==> src/rtl/core/fbf_pkg.sv <==
// Shared constants and types of the four-channel FIR filter bank.
package fbf_pkg;

   localparam int SAMPLE_BITS    = 32;
   localparam int OUT_BITS       = 50;
   localparam int TOTAL_BITS     = 64;
   localparam int TAPS_REG_BITS  = 64;
   localparam int FILTER_COUNT   = 4;
   localparam int CSR_INDEX_BITS = 2;
   localparam int DEF_TAP_COUNT  = 4;
   localparam int DEF_COEF_BITS  = 16;

   typedef enum logic [CSR_INDEX_BITS-1:0] {
      CSR_TAPS_A,
      CSR_TAPS_B,
      CSR_TAPS_C,
      CSR_TAPS_D
   } csr_index_type;

   typedef logic signed [SAMPLE_BITS-1:0] sample_type;
   typedef logic [TAPS_REG_BITS-1:0]      taps_type;
   typedef logic [TOTAL_BITS-1:0]         acc_type;
   typedef logic signed [OUT_BITS-1:0]    out_type;

   // Control that travels alongside a beat through the pipeline.
   typedef struct packed {
      logic valid;
      logic clr;
   } stage_type;

endpackage

==> src/rtl/core/fbf_total.sv <==
// Result register: the four filter outputs and the wrapping running total.
module fbf_total import fbf_pkg::*; (
   input  logic      clock,
   input  logic      reset,
   input  stage_type stage,
   input  acc_type   acc[FILTER_COUNT],
   input  logic      load,
   output logic      valid,
   output out_type   outs[FILTER_COUNT],
   output acc_type   total
);

   logic    valid_ff;
   acc_type total_ff;
   acc_type total_in;
   out_type outs_ff[FILTER_COUNT];

   always_comb begin
      total_in = stage.clr ? '0 : total_ff;
      for (int f = 0; f < FILTER_COUNT; f++) begin
         total_in = total_in + acc[f];
      end
   end

   always_ff @(posedge clock) begin
      if (reset) begin
         valid_ff <= 1'b0;
         total_ff <= '0;
      end else if (load) begin
         valid_ff <= stage.valid;
         if (stage.valid) begin
            total_ff <= total_in;
         end
      end
   end

   always_ff @(posedge clock) begin
      if (load && stage.valid) begin
         for (int f = 0; f < FILTER_COUNT; f++) begin
            outs_ff[f] <= acc[f][OUT_BITS-1:0];
         end
      end
   end

   assign valid = valid_ff;
   assign outs  = outs_ff;
   assign total = total_ff;

endmodule

==> config.mk <==
export PLATFORM = sky130hd
export DESIGN_NAME = fbf_total
export DESIGN_NICKNAME = d
export VERILOG_FILES = /design/src/rtl/core/fbf_pkg.sv /design/src/rtl/core/fbf_total.sv
export SDC_FILE = /design/constraint.sdc
export NUM_CORES = 1
export LEC_CHECK = 0
export BUFFER_PORTS_ARGS = -buffer_cell sky130_fd_sc_hd__buf_2
export CORE_MARGIN = 1
export CORE_UTILIZATION = 40
export DETAILED_ROUTE_END_ITERATION = 7
export GPL_TIMING_DRIVEN = 0
export PLACE_DENSITY_LB_ADDON = 0.3
export SKIP_CTS_REPAIR_TIMING = 1
export SYNTH_ARGS = -nofsm -noshare
export SYNTH_HDL_FRONTEND = slang
export SYNTH_SLANG_ARGS = --single-unit
==> constraint.sdc <==
create_clock -name clock -period 12.2 [get_ports clock]
set_clock_uncertainty 0.2 [all_clocks]
set_input_delay 2.44 -clock clock [delete_from_list [all_inputs] [get_ports clock]]
set_output_delay 2.44 -clock clock [all_outputs]
set_load 0.05 [all_outputs]
After elaboration in Yosys (flattened, before gate mapping)
Index checks and enable logic that the tools add are counted. W data, S select, Z words.

$add $sub $neg: 4. Multiplexer cells: 1. Reduce and logical (&&, ||, !) cells: 2.

Operator list (count): $add A64 B64 Y64 (4); $mux W64 (1); $reduce_and A2 Y1 (1); $logic_and A1 B1 Y1 (1).

Register bits after elaboration: 265. Output and inout bits: 265. Logic and storage cells: 13.

Logic depth before layout (Yosys ltp)
Depth after elaboration: 5. Depth in mapped cells: 18. Mapped depth without buffers: 17.

Worst setup path after synthesis
OpenSTA, ideal clock, no wires.

Path kind: input to register. Start: input load. End: register total_ff[11] (netlist: total[11]). Arrival time: 8.681 ns. Data required time: 11.570 ns. Path slack: 2.889 ns. Stages: 5. Cell sequence: nand2_1 > inv_1 > clkbuf_1 > buf_1 > a211oi_1.

Cells in the longest elaborated chain, start to end: 1.

RTL lines: start: declaration (RTL line fbf_total.sv:7) `input logic load,`; $reduce_and A2 Y1 (no source line); end signal: assignment (RTL line fbf_total.sv:32) `total_ff <= total_in;`; end: declaration (RTL line fbf_total.sv:14) `acc_type total_ff;`.

No other way between the ends. A chain may end at the register's enable or synchronous reset.

Worst setup path after layout
Start: input acc[2] in the netlist's numbering. End: register total_ff[46] (netlist: total[46]).

Cells in the longest elaborated chain, start to end: 1.

RTL lines: start: declaration (RTL line fbf_total.sv:6) `input acc_type acc[FILTER_COUNT],`; $add A64 B64 Y64 (RTL line fbf_total.sv:21) `total_in = total_in + acc[f];`.

No other way between the ends.

==> summary.txt <==
Run status
  – Status: complete, no violations

Detailed routing
  – Post-DRT Antenna Nets: 0
  – First-pass DRT Iterations: 5
  – Number of vias per cell: 4.73
  – Drt wl/cell: 16.6 µm
  – Drt total wl: 49400 µm
  – Via count: 14000
  – # DRC: 0
  – DR iter-0 viols: 724

Synthesis
  – Post-Syn Area: 0.0181 mm²
  – Post-Syn Area per Cell: 10.2 µm²
  – Seq/Total Area, Yosys: 40.4%
  – Compound-gate portion of the synthesized area: 10.1%
  – Mux cell area share after synthesis: 0.221%
  – Post-synth top area cell: edfxtp_1
  – Synthesized netlist cell count: 1781
  – Synth Area in XOR/XNOR: 2.66%
  – Post-Synth Adder-Cell Area: 25.2%
  – Synth area leaders: edfxtp_1 33%, fa_1 21%, inv_1 11%
  – Synth warn: 0
  – Ys async rst share: 0%
  – Top cell type's share of synthesized area: 33.2%
  – Synth Area in Simple Gates: 9.58%
  – Synth cell types: 67
  – Synth Net Count: 2294
  – Flops & latches, synth: 265
  – Largest family of logic cells by synthesized area: adder cells
  – Post-synth EDFFs: 200
  – Predominant post-synthesis flop cell: edfxtp_1

Worst setup path
  – CP max stage cell: a311oi_2
  – Crit path required time: 12.40 ns
  – Top delay family on crit path: compound AO/OA/AOI/OAI gates
  – Critical path class: in -> reg
  – Crit-path most repeated cell: inv_1
  – CP arrival: 7.45 ns
  – CP Max Fanout: 4
  – CP Cell Sequence: buf_2 > inv_1 > fa_1 > inv_1 > fa_1 > inv_1 > fa_1 > inv_1 > ha_1 > a211oi_1 > o21ai_0 > nand3_1 > o211ai_1 > a311oi_2 > o21bai_1 > a21boi_0 > xor2_1 > o21ai_0
  – CP Launch Type: input pin
  – Slowest stage delay, CP: 0.78 ns
  – Buf/Inv on CP: 5
  – Worst Setup End Kind: flop

Die
  – Starting Density: 40.8%
  – Core Area: 0.0444 mm²
  – Row count: 77
  – DIE HEIGHT: 215 µm
  – Ports: 526
  – Die area: 0.0461 mm²
  – Die Span X: 215 µm

Timing
  – Final Setup Violations: 0
  – Setup TNS: 0 ns
  – Min Hold Slack: 0.268 ns
  – Crit path time final: 7.25 ns
  – Relative slew slack: 30.6%
  – Peak Freq: 138 MHz
  – Final Slew Violations: 0
  – RSZ-0062 raised after global routing: no
  – Slew @ Worst Pin: 1.04 ns
  – Worst setup margin: 4.95 ns
  – Fin crit share: 59.4%
  – Final Hold Vio Count: 0

Power
  – P_sw: 2.28 mW
  – Switching part of the total power: 46.6%
  – Static leakage: 11.4 nW
  – Share of total power in combinational logic: 55.4%
  – Int Power: 2.61 mW
  – Clk pwr share: 20.7%
  – Reg power frac: 23.9%
  – Worst IR Drop VDD: 0.112 mV
  – PD cells: 216 mW/mm²

Finish
  – Layout cell share with drive strength beyond 1: 25.5%
  – Fin util: 51.1%
  – Reg area: 0.00731 mm²
  – Post-Layout Inst Area: 0.0227 mm²
  – Fill count: 4142
  – Area of the multi-input gates: 0.00865 mm²
  – Nets: 2859
  – Layout area overhead: 25.3%

GRT
  – First-pass GRT wire length: 77700 µm
  – Met2 Use GR: 37.3%
  – Met1 Use GR: 27.8%
  – M3 GR Usage: 3.69%
  – Initial antenna violation count: 4
  – Global Route Usage Sum: 21.7%
  – Most Crowded Layer GR: met2
  – Number of global-route vias before repair: 14400
  – Largest net degree at the start of global routing: 48
  – Total gr overflow: 0

Place
  – Port bufs: 524
  – Dpl cell area: 0.0216 mm²
  – DP Worst Slack: 4.47 ns
  – DP Wirelength: 40500 µm
  – GP Congestion: 0.870

Clock tree
  – Clk sinks: 265
  – Root Buffer: clkbuf_16
  – Buffers from clock root to sink, at most: 3
  – H-tree depth: 2
  – Clk_lat worst skew: 0.55 ns
  – Clock buffer count from CTS: 34
  – Clock transition at the registers of the reported paths: 0.06 ns
  – CTS tree: built

Run
  – Max Cap Violations: 0

Worst hold path
  – Worst hold path class: reg -> reg
-- synthesized netlist by cell type, types with 4 or more instances --
library cell	number
mux2i_1	4
nand2b_1	60
nor2_1	46
nor2b_1	12
xor2_1	22
ha_1	64
a21o_1	32
nand4_1	19
clkbuf_1	42
nand2_1	127
xnor2_1	33
and3_1	9
a211oi_1	10
o21a_1	7
a21oi_1	108
and2_1	6
or3_1	6
a31oi_1	4
o21ai_1	9
and4_1	5
nor3_1	17
buf_2	6
o211ai_1	7
inv_1	517
fa_1	188
dfxtp_1	65
nand3_1	22
o21ai_0	56
edfxtp_1	200
o21bai_1	17
-- tightest hold or removal path, stage by stage (launching register included) --
cell and delay (ns):
dfxtp_1 0.32, nand2_1 0.06, o21ai_1 0.05
-- power groups by stage --
stage | combinational (mW) | clock, mW | sequential [mW]
floorplan | 1.62 | 0 | 1.58
global placement | 2.67 | 0 | 1.19
detailed placement | 2.69 | 0 | 1.19
CTS | 2.71 | 1.04 | 1.17
global route | 3.02 | 1.07 | 1.18
finish | 2.71 | 1.01 | 1.17
-- final timing paths --
| check | from | endpoint | slack, ns | cells after the start |
|---|---|---|---|---|
| setup / recovery | acc[2] | total[46] | 4.95 | 18 |
| hold / removal | total[42] | total[42] | 0.27 | 2 |
| setup reg to reg | total[28] | total[46] | 7.73 | 13 |
| hold reg to reg | total[42] | total[42] | 0.27 | 2 |
-- layer usage --
layer | routed length, µm | share of wire [%] | up-vias
li1 | - | - | 6735
met1 | 21100 | 43 | 6752
met2 | 24400 | 49 | 451
met3 | 2620 | 5.3 | 83
met4 | 1260 | 2.6 | 2
met5 | 8 | 0.016 | -
-- sequential cells by signal (all words and copies together), names as in the netlist --
name / count
outs: 200
total: 64
valid: 1
-- logic make-up (layout without fill, tap and decap cells) --
kind of cell,after synthesis,after routing
mux,4,4
buf+inv,569,1159
flops,265,265
compound gates,290,290
other cells,0,2
fa+ha+maj,252,252
xor+xnor,55,55
simple gates,346,346
-- cell usage in the layout, fill, tap and decap left out, types with 4 or more instances in the layout --
cell type  synthesis  layout
a211oi_1          10      10
a21o_1            32      32
a21oi_1          108     108
a31oi_1            4       4
and2_1             6       6
and3_1             9       9
and4_1             5       5
buf_12             0       5
buf_2              6     531
bufinv_16          0       4
clkbuf_1          42      47
clkbuf_16          0      35
clkinv_1           0       5
clkinv_2           0       6
dfxtp_1           65      65
edfxtp_1         200     200
fa_1             188     188
ha_1              64      64
inv_1            517     517
mux2i_1            4       4
nand2_1          127     127
nand2b_1          60      60
nand3_1           22      22
nand4_1           19      19
nor2_1            46      46
nor2b_1           12      12
nor3_1            17      17
o211ai_1           7       7
o21a_1             7       7
o21ai_0           56      56
o21ai_1            9       9
o21bai_1          17      17
or3_1              6       6
xnor2_1           33      33
xor2_1            22      22
-- area by class of cell --
| class | instances | area share (%) |
|---|---|---|
| multi-input combinational | 947 | 38.1 |
| sequential | 265 | 32.2 |
| timing repair buffer | 529 | 12.0 |
| inverter | 518 | 8.57 |
| clock buffer | 40 | 3.94 |
| tap | 592 | 3.27 |
| clock inverter | 21 | 0.960 |
| buffer | 51 | 0.883 |
| antenna | 2 | 0.0221 |
-- per-stage QoR --
stage | cells | power (mW)
3_3_place_gp | 2897 | 3.86
6_report | 2965 | 4.89
4_1_cts | 2963 | 4.93
5_1_grt | 2965 | 5.27
2_1_floorplan | 1781 | 3.20
3_5_place_dp | 2902 | 3.88
(Power assumes the default switching activity.)
