[config.mk]
export PLATFORM = sky130hd
export DESIGN_NAME = fbf_window
export DESIGN_NICKNAME = d
export VERILOG_FILES = /design/src/rtl/core/fbf_pkg.sv /design/src/rtl/core/fbf_window.sv
export SDC_FILE = /design/constraint.sdc
export NUM_CORES = 1
export LEC_CHECK = 0
export BUFFER_PORTS_ARGS = -buffer_cell sky130_fd_sc_hd__buf_2
export CAP_MARGIN = 0
export CORE_MARGIN = 2
export CORE_UTILIZATION = 49
export CTS_CLUSTER_SIZE = 30
export DETAILED_ROUTE_END_ITERATION = 16
export GPL_ROUTABILITY_DRIVEN = 0
export GPL_TIMING_DRIVEN = 0
export PLACE_DENSITY = 0.73
export SETUP_SLACK_MARGIN = 0.4
export SYNTH_ARGS = -nofsm -noshare
export SYNTH_HDL_FRONTEND = slang
export SYNTH_SLANG_ARGS = --single-unit
[constraint.sdc]
create_clock -name clock -period 1.1 [get_ports clock]
set_input_delay 0.055 -clock clock [delete_from_list [all_inputs] [get_ports clock]]
set_output_delay 0.055 -clock clock [all_outputs]
set_load 0.1 [all_outputs]
[src/rtl/core/fbf_pkg.sv]
// Shared constants and types of the four-channel FIR filter bank.
package fbf_pkg;

   localparam int SAMPLE_BITS    = 32;
   localparam int OUT_BITS       = 50;
   localparam int TOTAL_BITS     = 64;
   localparam int TAPS_REG_BITS  = 64;
   localparam int FILTER_COUNT   = 4;
   localparam int CSR_INDEX_BITS = 2;
   localparam int DEF_TAP_COUNT  = 4;
   localparam int DEF_COEF_BITS  = 16;

   typedef enum logic [CSR_INDEX_BITS-1:0] {
      CSR_TAPS_A,
      CSR_TAPS_B,
      CSR_TAPS_C,
      CSR_TAPS_D
   } csr_index_type;

   typedef logic signed [SAMPLE_BITS-1:0] sample_type;
   typedef logic [TAPS_REG_BITS-1:0]      taps_type;
   typedef logic [TOTAL_BITS-1:0]         acc_type;
   typedef logic signed [OUT_BITS-1:0]    out_type;

   // Control that travels alongside a beat through the pipeline.
   typedef struct packed {
      logic valid;
      logic clr;
   } stage_type;

endpackage

[src/rtl/core/fbf_window.sv]
// Sample window, fill tracking and the first pipeline register.
module fbf_window import fbf_pkg::*; #(
   parameter int TAP_COUNT = DEF_TAP_COUNT
) (
   input  logic       clock,
   input  logic       reset,
   input  logic       beat,
   input  sample_type sample,
   input  logic       restart,
   input  logic       load,
   output sample_type samples[TAP_COUNT],
   output stage_type  stage
);

   localparam int WIN_DEPTH = TAP_COUNT - 1;
   localparam int FILL_BITS = $clog2(TAP_COUNT);

   sample_type           window_ff[WIN_DEPTH];
   sample_type           window_in[WIN_DEPTH];
   sample_type           samples_ff[TAP_COUNT];
   sample_type           samples_in[TAP_COUNT];
   logic [FILL_BITS-1:0] fill_ff;
   logic [FILL_BITS-1:0] fill_in;
   logic [FILL_BITS-1:0] fill_eff;
   logic                 produce;
   logic                 pending_ff;
   logic                 pending_in;
   stage_type            stage_ff;
   stage_type            stage_in;

   always_comb begin
      fill_eff = restart ? '0 : fill_ff;
      produce  = (fill_eff == FILL_BITS'(WIN_DEPTH));

      window_in[0]  = sample;
      samples_in[0] = sample;
      for (int i = 1; i < WIN_DEPTH; i++) begin
         window_in[i] = window_ff[i-1];
      end
      for (int i = 1; i < TAP_COUNT; i++) begin
         samples_in[i] = window_ff[i-1];
      end

      fill_in = produce ? fill_eff : fill_eff + 1'b1;

      // A restart clears the total; the clear rides on the next beat that gives a result.
      pending_in     = restart | (pending_ff & ~produce);
      stage_in.valid = beat & produce;
      stage_in.clr   = pending_ff;
   end

   always_ff @(posedge clock) begin
      if (reset) begin
         fill_ff    <= '0;
         pending_ff <= 1'b0;
         stage_ff   <= '0;
      end else begin
         if (beat) begin
            fill_ff    <= fill_in;
            pending_ff <= pending_in;
         end
         if (load) begin
            stage_ff <= stage_in;
         end
      end
   end

   // Old window contents need no clearing: a full refill precedes every result.
   always_ff @(posedge clock) begin
      if (beat) begin
         window_ff <= window_in;
      end
      if (load) begin
         samples_ff <= samples_in;
      end
   end

   assign samples = samples_ff;
   assign stage   = stage_ff;

endmodule

* After elaboration in Yosys (flattened, before gate mapping) *
Cells that the tools add are included.

storage, ports and cells
  flip-flop bits (word level) = 229
  input bits = 37

operators by class
  add/subtract/negate cells = 1
  eq/ne operators = 1
  mux-type cells = 2
  bitwise logic cells = 4

operators by type and width
  cell                                                           number
  2-bit two-way mux                                              2
  2-bit by 1-bit adder with 2-bit output, second input constant  1
  1-bit bitwise AND                                              2
  2-bit == test, second input constant                           1
  1-bit inverter                                                 1
  1-bit OR                                                       1

* Logic depth before layout (Yosys ltp) *
Gate-level depths: netlist of the first run.

  depth after elaboration = 5
  gate-level depth with buffers = 2
  depth with buffers taken out = 2

* Worst setup path after synthesis of the first run *
Ideal clock, no wire load.

  path type = flip-flop to flip-flop
  from = register, netlist name stage[1]
  to = register stage_ff (netlist bit stage[1])
  library setup time = 58 ps
  arrival = 1281 ps
  data required time = 1042 ps
  setup slack = -239 ps
  stages on the path, launching flop included = 3
  path buffers = 0
  period minus slack after synthesis = 1339 ps
  cell sequence = dfxtp_1 > nor3b_1 > a31o_1

RTL lines
  what                  RTL line          text
  to (signal assigned)  fbf_window.sv:63  stage_ff <= stage_in;
  to (decl)             fbf_window.sv:28  stage_type stage_ff;

* Worst setup path in the final report of the first run *
  from = register samples_ff (netlist bit samples[123])
  to = output samples[123] (netlist bit)

RTL lines
  what                    RTL line          text
  from (decl)             fbf_window.sv:20  sample_type samples_ff[TAP_COUNT];
  from (signal assigned)  fbf_window.sv:74  samples_ff <= samples_in;
  to (decl)               fbf_window.sv:11  output sample_type samples[TAP_COUNT],

No word-level cell between the ends.

==> summary.md, run 1 <==
| Metric | Value |
|---|---|
| Status | `complete, but fails checks` |
| Failing checks | `hold timing, setup timing` |
| Leak Pwr | `3.787 nW` |
| Crit path time final | `1.168 ns` |
| Sequential-to-total area share from yosys stat | `98.57%` |
| Worst Setup End Kind | `output port` |
| Core Footprint | `0.01383 sq mm` |
| Slowest stage cell, crit path | `edfxtp_1` |
| Mux cell area share after synthesis | `0.1445%` |
| Hold depth | `1` |
| Slowest cell delay on critical path | `0.42 ns` |
| CTS H-tree lvls | `1` |
| Syn_area_per_cell | `28.50 sq um` |
| Clk_skew | `0.008890 ns` |
| Fin Hold WS | `-0.02025 ns` |
| Reg2reg path depth | `2` |
| WS Path Type | `register to output port` |
| Switch Pwr | `0.005868 W` |
| Final HPWL DP | `6541 microns` |
| Worst-Skew Late Latency | `0.48 ns` |
| Clk root buf | `clkbuf_16` |
| Setup crit start kind | `register` |
| Initial antenna violation count | `0` |
| Die W | `122.9 microns` |
| Drt drc | `0` |
| Mapped Cells | `243` |
| First-pass GRT wire length | `18030 microns` |
| Crit path max-delay family | `flip-flops` |
| Top-Level Pins | `167` |
| Post-Route WL | `12750 microns` |
| Xor/xnor cell area share of the yosys netlist | `0%` |
| Library cells used by synthesis | `14` |
| Synth Area in Compound Gates | `0.2891%` |
| Yosys Warn Count | `0` |
| Peak Freq | `856.5 MHz` |
| CTS Hold Bufs | `34` |
| CP max FO | `1` |
| Clock buffer depth | `3` |
| Post-Synth Simple-Gate Area | `0.9395%` |
| Seq pwr share | `49.9%` |
| Cell Int Power | `0.01526 W` |
| Die area | `0.01510 sq mm` |
| 1st-iter DRT viols | `228` |
| Slew Viols, Final | `0` |
| Nets | `513` |
| CP cell instances | `buf_6` |
| CP arrival | `1.11 ns` |
| DP Cell Count | `591` |
| Switching fraction of total power | `27.78%` |
| Number of routed nets with antenna violations | `0` |
| Drt first pass iters | `4` |
| Number of global-route vias before repair | `3389` |
| Antenna Cells | `0` |
| Pwr Density | `2099 mW/mm^2` |
| CTS tree | `done` |
| Fill count | `802` |
| Mapped Nets | `280` |
| Core Util, Final | `72.77%` |
| PnR worst setup slack | `-0.06756 ns` |
| Wire length per cell | `18.97 microns` |
| Sink Count | `229` |
| # setup viols final | `128` |
| Number of buffers and inverters on the critical path | `1` |
| Final hold vios | `28` |
| Peak supply drop | `1.343 mV` |
| Slew margin rel. | `67.90%` |
| Total GRT Usage | `15.95%` |
| Sequential cell area | `0.006837 sq mm` |
| Unrepaired setup endpoints after global routing | `yes` |
| Synthesized flop and latch total | `229` |
| Layout cell share with drive strength beyond 1 | `43.90%` |
| Largest family of logic cells by synthesized area | `simple AND/OR/NAND/NOR gates` |
| Least-Margin Pin Slew | `0.4815 ns` |
| CP required | `1.04 ns` |
| Comb power frac | `16.3%` |
| Grt total ovfl | `0` |
| Pre-CTS setup slack | `-0.2914 ns` |
| Vias/cell | `4.759` |
| Row cnt | `43` |
| TritonCTS Buffers | `22` |
| Routed vias | `3198` |
| Synthesized cell area | `0.006925 sq mm` |
| Initial cell density of the core | `50.09%` |
| Die Y | `122.9 microns` |
| I/O Buffers | `166` |
| Area used by multi-input combinational logic | `121.4 sq um` |
| Largest net degree at the start of global routing | `77` |
| Final period util | `106.1%` |
| Worst hold path type | `input pin to register` |
| Adder-cell share of the synthesized area | `0%` |
| Clock Power Share | `33.8%` |
| Area growth, synth to finish | `45.29%` |
| Non-Filler Instances | `672` |
| WP depth | `1` |
| Clock transition at the registers of the reported paths | `0.06 ns` |
| Max-cap violations | `0` |
power groups by stage:
stage | Sequential, W | Clock, W | Combinational [W]
after floorplan | 0.0129 | 0 | 0.0000170
after global placement | 0.0106 | 0 | 0.00285
after detailed placement | 0.0106 | 0 | 0.00289
after CTS | 0.0105 | 0.00726 | 0.00338
after global routing | 0.0106 | 0.00764 | 0.00351
final | 0.0106 | 0.00714 | 0.00344
cells in the final DEF (no fill, tap or decap), drive strengths merged:
master	instances
dfxtp	5
nand2	1
bufinv	1
dlygate4sd3	34
a21oi	1
nor3b	2
a31o	1
and4bb	1
nand2b	1
clkbuf	33
inv	1
o22ai	1
clkinv	8
edfxtp	224
nor2	2
nor3	1
and4b	1
buf	173
mux2i	1
final timing paths:
check	start	endpoint	slack [ns]
worst max-delay path	samples[123]	samples[123]	-0.07
worst min-delay path	beat	samples_in[70]	-0.02
worst max register to register	fill_ff[1]	stage[1]	0.15
worst min register to register	samples_in[25]	samples[25]	0.41
stage by stage:
step	cell area [sq um]	total power, W	hold WS (ns)	setup TNS (ns)
final	10060	0.02113	-0.02025	-3.144
after global routing	10060	0.02175	-0.02256	-8.438
after CTS	9956	0.02119	-0.03326	-4.938
after detailed placement	8054	0.01353	0.2457	-21.76
after global placement	7990	0.01347	0.2442	-302.94
after floorplan	6934	0.01290	0.1173	0
kinds of logic (layout without fill, tap and decap cells):
| group | after synthesis | after routing |
|---|---|---|
| AO/OA/AOI/OAI | 3 | 3 |
| flip-flops | 229 | 229 |
| AND/OR/NAND/NOR | 9 | 9 |
| buffers and inverters | 1 | 250 |
| multiplexers | 1 | 1 |
flip-flops by register name, summed over array words and instances, names as in the netlist:
name,count
samples_in,96
samples,128
pending_ff,1
stage,2
fill_ff,2
layer usage:
metal | routed length [microns] | part of all wire (%) | track usage (%) | vias to the layer above
met4 | 246 | 1.9 | 4.310 | 0
li1 | - | - | - | 1459
met2 | 6964 | 55 | 28.83 | 133
met1 | 4623 | 36 | 18.39 | 1583
met5 | 0 | 0 | 0 | -
met3 | 914 | 7.2 | 4.833 | 23
cell usage after synthesis:
cell type | instances | share of area (%)
edfxtp_1 | 224 | 97
nor3b_1 | 2 | 0.22
nor2_1 | 2 | 0.11
nand2b_1 | 1 | 0.090
dfxtp_1 | 5 | 1.4
nor3_2 | 1 | 0.14
a31o_1 | 1 | 0.13
mux2i_1 | 1 | 0.14
o22ai_1 | 1 | 0.090
and4b_1 | 1 | 0.14
inv_1 | 1 | 0.054
a21oi_1 | 1 | 0.072
nand2_1 | 1 | 0.054
and4bb_1 | 1 | 0.18
cell type report:
type / instances / area share, %
clock buffer: 31 / 6.217
clock inverter: 9 / 0.6963
tap: 180 / 2.238
sequential: 229 / 67.94
timing repair buffer: 209 / 21.66
multi-input combinational: 13 / 1.206
inverter: 1 / 0.03730
repair_timing:
action / in CTS / in global routing
pin swaps: 4 / 3
setup endpoints to repair: 268 / 211
resized for setup: 270 / 8
endpoints found under the hold margin: 102 / 33
gates cloned: 0 / 2
buffers inserted: 2 / 3
Power figures use the tool's default switching activity.
==> run 2: changes to the inputs <==
CAP_MARGIN = not set   (was 0)
RECOVER_POWER = 100   (was not set)
==> run 2 against run 1 <==
  * The flow still finishes with violations (hold timing, setup timing)
  * Sequential power is essentially flat
  * Fmax shrank 0.17%
  * Clock skew grew 0.0027 ns
  * Die area is the same
  * Clock power is essentially flat
  * Setup slack lost 0.0019 ns
  * Critical path depth is the same
  * Register-to-register slack is essentially flat
  * Clock-buffer cell count is the same
==> summary.md, run 2 (synthesized netlist as in run 1, its figures left out) <==
| Metric | Value |
|---|---|
| Status | `complete, but fails checks` |
| Failing checks | `hold timing, setup timing` |
| Met3 wire length | `894 microns` |
| Clock transition at the registers of the reported paths | `0.06 ns` |
| Cell Int Power | `0.01522 W` |
| Most frequent cells in the layout | `224 x edfxtp_1, 134 x buf_6, 34 x dlygate4sd3_1, 30 x clkbuf_1, 23 x clkbuf_16` |
| Drt first pass iters | `5` |
| Setup crit start kind | `register` |
| CTS H-tree lvls | `1` |
| WS Path Type | `register to output port` |
| Total GRT Usage | `15.95%` |
| Switch Pwr | `0.005861 W` |
| Area growth, synth to finish | `43.58%` |
| Crit path time final | `1.169 ns` |
| CTS tree | `done` |
| Clk root buf | `clkbuf_16` |
| Row cnt | `43` |
| Vias/cell | `4.813` |
| Slew margin rel. | `43.87%` |
| Grt total ovfl | `0` |
| Peak supply drop | `1.337 mV` |
| Nets | `513` |
| 1st-iter DRT viols | `230` |
| Drt drc | `0` |
| Clock buffer depth | `3` |
| Initial cell density of the core | `50.09%` |
| Clock Power Share | `33.8%` |
| Max-cap violations | `0` |
| Number of buffers and inverters on the critical path | `1` |
| Core Footprint | `0.01383 sq mm` |
| Top routing layer in use | `met4` |
| Pwr Density | `2120 mW/mm^2` |
| Crit path max-delay family | `flip-flops` |
| Peak Freq | `855.1 MHz` |
| Final HPWL DP | `6541 microns` |
| Met2 WL post-DR | `7043 microns` |
| DP Cell Count | `591` |
| Number of global-route vias before repair | `3389` |
| CP max FO | `1` |
| Post-Route WL | `12800 microns` |
| Non-Filler Instances | `672` |
| Largest net degree at the start of global routing | `77` |
| I/O Buffers | `166` |
| Slowest cell delay on critical path | `0.42 ns` |
| Max FFs per register | `128` |
| Worst hold path type | `input pin to register` |
| Final hold vios | `33` |
| Die Y | `122.9 microns` |
| Number of routed nets with antenna violations | `0` |
| PnR worst setup slack | `-0.06949 ns` |
| CTS Hold Bufs | `34` |
| Fin Hold WS | `-0.03238 ns` |
| Seq pwr share | `50.1%` |
| Worst Setup End Kind | `output port` |
| Final period util | `106.3%` |
| Slowest stage cell, crit path | `edfxtp_1` |
| Comb power frac | `16.1%` |
| Layout cell share with drive strength beyond 1 | `38.41%` |
| CP cell instances | `buf_6` |
| Switching fraction of total power | `27.80%` |
| Top-Level Pins | `167` |
| Commonest non-fill, non-tap cell in the layout | `edfxtp_1` |
| Routed vias | `3234` |
| Clk_skew | `0.01163 ns` |
| Least-Margin Pin Slew | `0.8420 ns` |
| Wire length per cell | `19.05 microns` |
| CP arrival | `1.11 ns` |
| # setup viols final | `129` |
| Leak Pwr | `3.686 nW` |
| Slew Viols, Final | `0` |
| Die area | `0.01510 sq mm` |
| Die W | `122.9 microns` |
| CP required | `1.04 ns` |
| Pre-CTS setup slack | `-0.2914 ns` |
| Initial antenna violation count | `0` |
| Worst-Skew Late Latency | `0.49 ns` |
| Unrepaired setup endpoints after global routing | `yes` |
| Met1 WL | `4603 microns` |
| Antenna Cells | `0` |
| First-pass GRT wire length | `18030 microns` |
| TritonCTS Buffers | `22` |
| Sink Count | `229` |
-- run 2: changes by cell type in the layout (fill, tap and decap cells not counted), sizes merged --
cell    before  now
buf        173  147
clkbuf      33   59
-- run 2: cell type report --
| class | count | area (sq um) |
|---|---|---|
| well taps | 180 | 225.2 |
| repair buffers | 209 | 2074 |
| flip-flops and latches | 229 | 6833 |
| inverters | 1 | 3.754 |
| multi-input cells | 13 | 111.4 |
| fillers | 822 | 3884 |
| clock inverters | 9 | 70.07 |
| clock buffers | 31 | 625.6 |
-- run 2: timing repair --
item | 4_1_cts | 5_1_grt
setup buffers | 2 | 3
cloned | 0 | 2
pin swaps | 4 | 3
setup endpoints to repair | 268 | 211
hold endpoints to repair | 102 | 33
gates resized for setup | 270 | 8
-- run 2: final timing paths --
path               endpoint  slack, ns  cells past startpoint           start
max            samples[123]      -0.07                      1    samples[123]
min          samples_in[70]      -0.03                      1            beat
max reg2reg        stage[1]       0.15                      2      fill_ff[1]
min reg2reg     samples[25]       0.41                      0  samples_in[25]
-- run 2: power groups by stage --
stage	combinational (W)	clock [W]	sequential (W)
2_1_floorplan	0.0000170	0	0.0129
3_3_place_gp	0.00285	0	0.0106
3_5_place_dp	0.00289	0	0.0106
4_1_cts	0.00338	0.00726	0.0105
5_1_grt	0.00347	0.00764	0.0106
6_report	0.00339	0.00714	0.0106
-- run 2: stage by stage --
stage / total power, W / TNS, ns / util, % / area [sq um]
floorplan: 0.01290 / 0 / - / 6934
global placement: 0.01347 / -302.94 / 57.79 / 7990
detailed placement: 0.01353 / -21.76 / 58.25 / 8054
CTS: 0.02119 / -4.938 / 72.00 / 9956
global route: 0.02171 / -8.645 / 71.91 / 9943
finish: 0.02108 / -3.352 / 71.91 / 9943
-- run 2: layer usage --
| metal | up-vias | track usage [%] |
|---|---|---|
| met5 | - | 0 |
| met4 | 0 | 4.310 |
| met3 | 25 | 4.833 |
| met2 | 129 | 28.83 |
| met1 | 1620 | 18.39 |
| li1 | 1460 | - |
==> run 3: changes to the inputs <==
SETUP_SLACK_MARGIN = 0.02   (was 0.4)
clock period = 1.2 ns   (was 1.1 ns; I/O delays follow)
==> run 3 against run 2 <==
  * The run ends with setup timing left
  * Flip-flop and latch count unchanged
  * Via count decreased by 1.2%
  * Clock power decreased by 9.8%
  * Non-clock buffer count decreased by 7
  * Critical endpoint is now samples[0]
  * Die area unchanged
  * First-iteration DRC count increased by 7.4%
  * Sequential power decreased by 8%
  * Critical path depth unchanged
  * Register-to-register slack improved by 0.13 ns
  * Final area increased by 0.50%
  * Sequential share of layout area decreased by 0.41 points
==> summary.md, run 3 (synthesized netlist as in run 1, its figures left out) <==
| Metric | Value |
|---|---|
| Status | `complete, but fails checks` |
| Failing checks | `setup timing` |
| R2R Path Start | `stage[1]` |
| Die area | `0.01510 sq mm` |
| Post-Route WL | `12590 microns` |
| Pwr Density | `1930 mW/mm^2` |
| Row cnt | `43` |
| Number of buffers and inverters on the critical path | `1` |
| First-pass GRT wire length | `17890 microns` |
| Nets | `507` |
| Worst hold path type | `input pin to register` |
| Final hold vios | `0` |
| Peak supply drop | `1.278 mV` |
| Worst-Skew Late Latency | `0.50 ns` |
| Placed Instance Area | `0.008048 sq mm` |
| Antenna Cells | `0` |
| I/O Buffers | `166` |
| Clock transition at the registers of the reported paths | `0.06 ns` |
| Final HPWL DP | `6758 microns` |
| Unrepaired setup endpoints after global routing | `yes` |
| Slew margin rel. | `42.22%` |
| Pre-CTS setup slack | `-0.1398 ns` |
| Layout cell share with drive strength beyond 1 | `35.33%` |
| Sink Count | `229` |
| Reg2reg path depth | `2` |
| CP cell instances | `buf_6` |
| Commonest non-fill, non-tap cell in the layout | `edfxtp_1` |
| Hold EP | `samples_in[65]` |
| CP required | `1.14 ns` |
| Slew Viols, Final | `0` |
| Core Footprint | `0.01383 sq mm` |
| PnR worst setup slack | `-0.003314 ns` |
| Drt drc | `0` |
| 1st-iter DRT viols | `247` |
| Drt first pass iters | `4` |
| Max-cap violations | `0` |
| Max FFs per register | `128` |
| Cell Int Power | `0.01389 W` |
| Setup crit start kind | `register` |
| Switching fraction of total power | `27.95%` |
| Total GRT Usage | `15.81%` |
| Most frequent cells in the layout | `224 x edfxtp_1, 99 x buf_6, 34 x dlygate4sd3_1, 33 x clkbuf_1, 23 x clkbuf_16` |
| Worst Setup End Kind | `output port` |
| Initial antenna violation count | `0` |
| WS Path Type | `register to output port` |
| Crit path max-delay family | `flip-flops` |
| # setup viols final | `1` |
| Reg2reg setup slack | `0.28 ns` |
| CP max FO | `1` |
| Clock buffer depth | `3` |
| Clk root buf | `clkbuf_16` |
| Seq pwr share | `50.3%` |
| Setup TNS | `-0.003314 ns` |
| Hold depth | `2` |
| Initial cell density of the core | `50.09%` |
| Least-Margin Pin Slew | `0.8667 ns` |
| Hold path start | `sample[1]` |
| Slowest stage cell, crit path | `edfxtp_1` |
| Wire length per cell | `18.95 microns` |
| DP Cell Count | `591` |
| Non-Filler Instances | `664` |
| Switch Pwr | `0.005389 W` |
| CTS tree | `done` |
| Routed vias | `3195` |
| Final period util | `100.3%` |
| Fin Hold WS | `0.2999 ns` |
| Clock Power Share | `33.4%` |
| Leak Pwr | `3.690 nW` |
| Clk_skew | `0.009368 ns` |
| Top-Level Pins | `167` |
| Peak Freq | `831.0 MHz` |
| CTS H-tree lvls | `1` |
| Slowest cell delay on critical path | `0.43 ns` |
| Grt total ovfl | `0` |
| Die W | `122.9 microns` |
| Largest net degree at the start of global routing | `73` |
| Area growth, synth to finish | `44.30%` |
| Number of routed nets with antenna violations | `0` |
| CP arrival | `1.14 ns` |
| TritonCTS Buffers | `23` |
| Design area | `0.009993 sq mm` |
| Crit path time final | `1.203 ns` |
| Post-CTS Setup Inserts | `0` |
| Worst reg2reg endpoint | `stage[1]` |
| Die Y | `122.9 microns` |
| Number of global-route vias before repair | `3344` |
| Vias/cell | `4.812` |
| Comb power frac | `16.3%` |
-- run 3: cell count changes in the layout (fill, tap and decap cells not counted), sizes merged --
cell,change
clkbuf,-1
buf,-7
inv,+1
clkinv,-1
-- run 3: worst max path at each step --
| stage | depth (start not counted) | start | slack (ns) | to |
|---|---|---|---|---|
| final | 1 | samples[0] | -0.003 | samples[0] |
| after global routing | 1 | samples[122] | -0.03 | samples[122] |
| after CTS | 1 | samples[60] | -0.01 | samples[60] |
| after detailed placement | 2 | beat | -0.14 | samples_in[45] |
| after global placement | 3 | load | -1.50 | stage[1] |
| after floorplan | 2 | stage[1] | 0.17 | stage[1] |
-- run 3: worst reg2reg max path, cell delays in order (launching register included) --
cell and delay, ns:
dfxtp_1 0.36, nor3b_1 0.33, a31o_1 0.17
-- run 3: routing by layer --
metal  global-route usage (%)  vias up  part of all wire, %
met5                        0        -                    0
met4                    6.322        0                  2.2
met3                    4.740       21                  8.2
met2                    27.28      143                   54
met1                    18.57     1587                   36
li1                         -     1444                    -
-- run 3: power groups by stage --
stage               registers, W  logic (W)  clock network [W]
finish                   0.00970    0.00314            0.00644
global route             0.00975    0.00321            0.00692
CTS                      0.00966    0.00304            0.00653
detailed placement       0.00976    0.00265                  0
global placement         0.00974    0.00261                  0
floorplan                 0.0118  0.0000154                  0
-- run 3: layout make-up --
class	count	area (sq um)
flip-flops and latches	229	6827
fillers	801	3834
repair buffers	202	2176
clock buffers	30	601.8
well taps	180	225.2
multi-input cells	13	90.09
clock inverters	9	70.07
inverters	1	3.754
-- run 3: repair_timing --
item | 4_1_cts | 5_1_grt
gates resized for setup | 225 | 80
endpoints found under the hold margin | 69 | 0
pin swaps | 0 | 0
hold buffers | 34 | 0
setup endpoints to repair | 130 | 91
-- run 3: metrics by stage --
stage	total power [W]	utilization, %
after detailed placement	0.01241	58.20
after CTS	0.01923	70.51
final	0.01928	72.27
after floorplan	0.01183	-
after global placement	0.01235	57.74
after global routing	0.01988	72.27
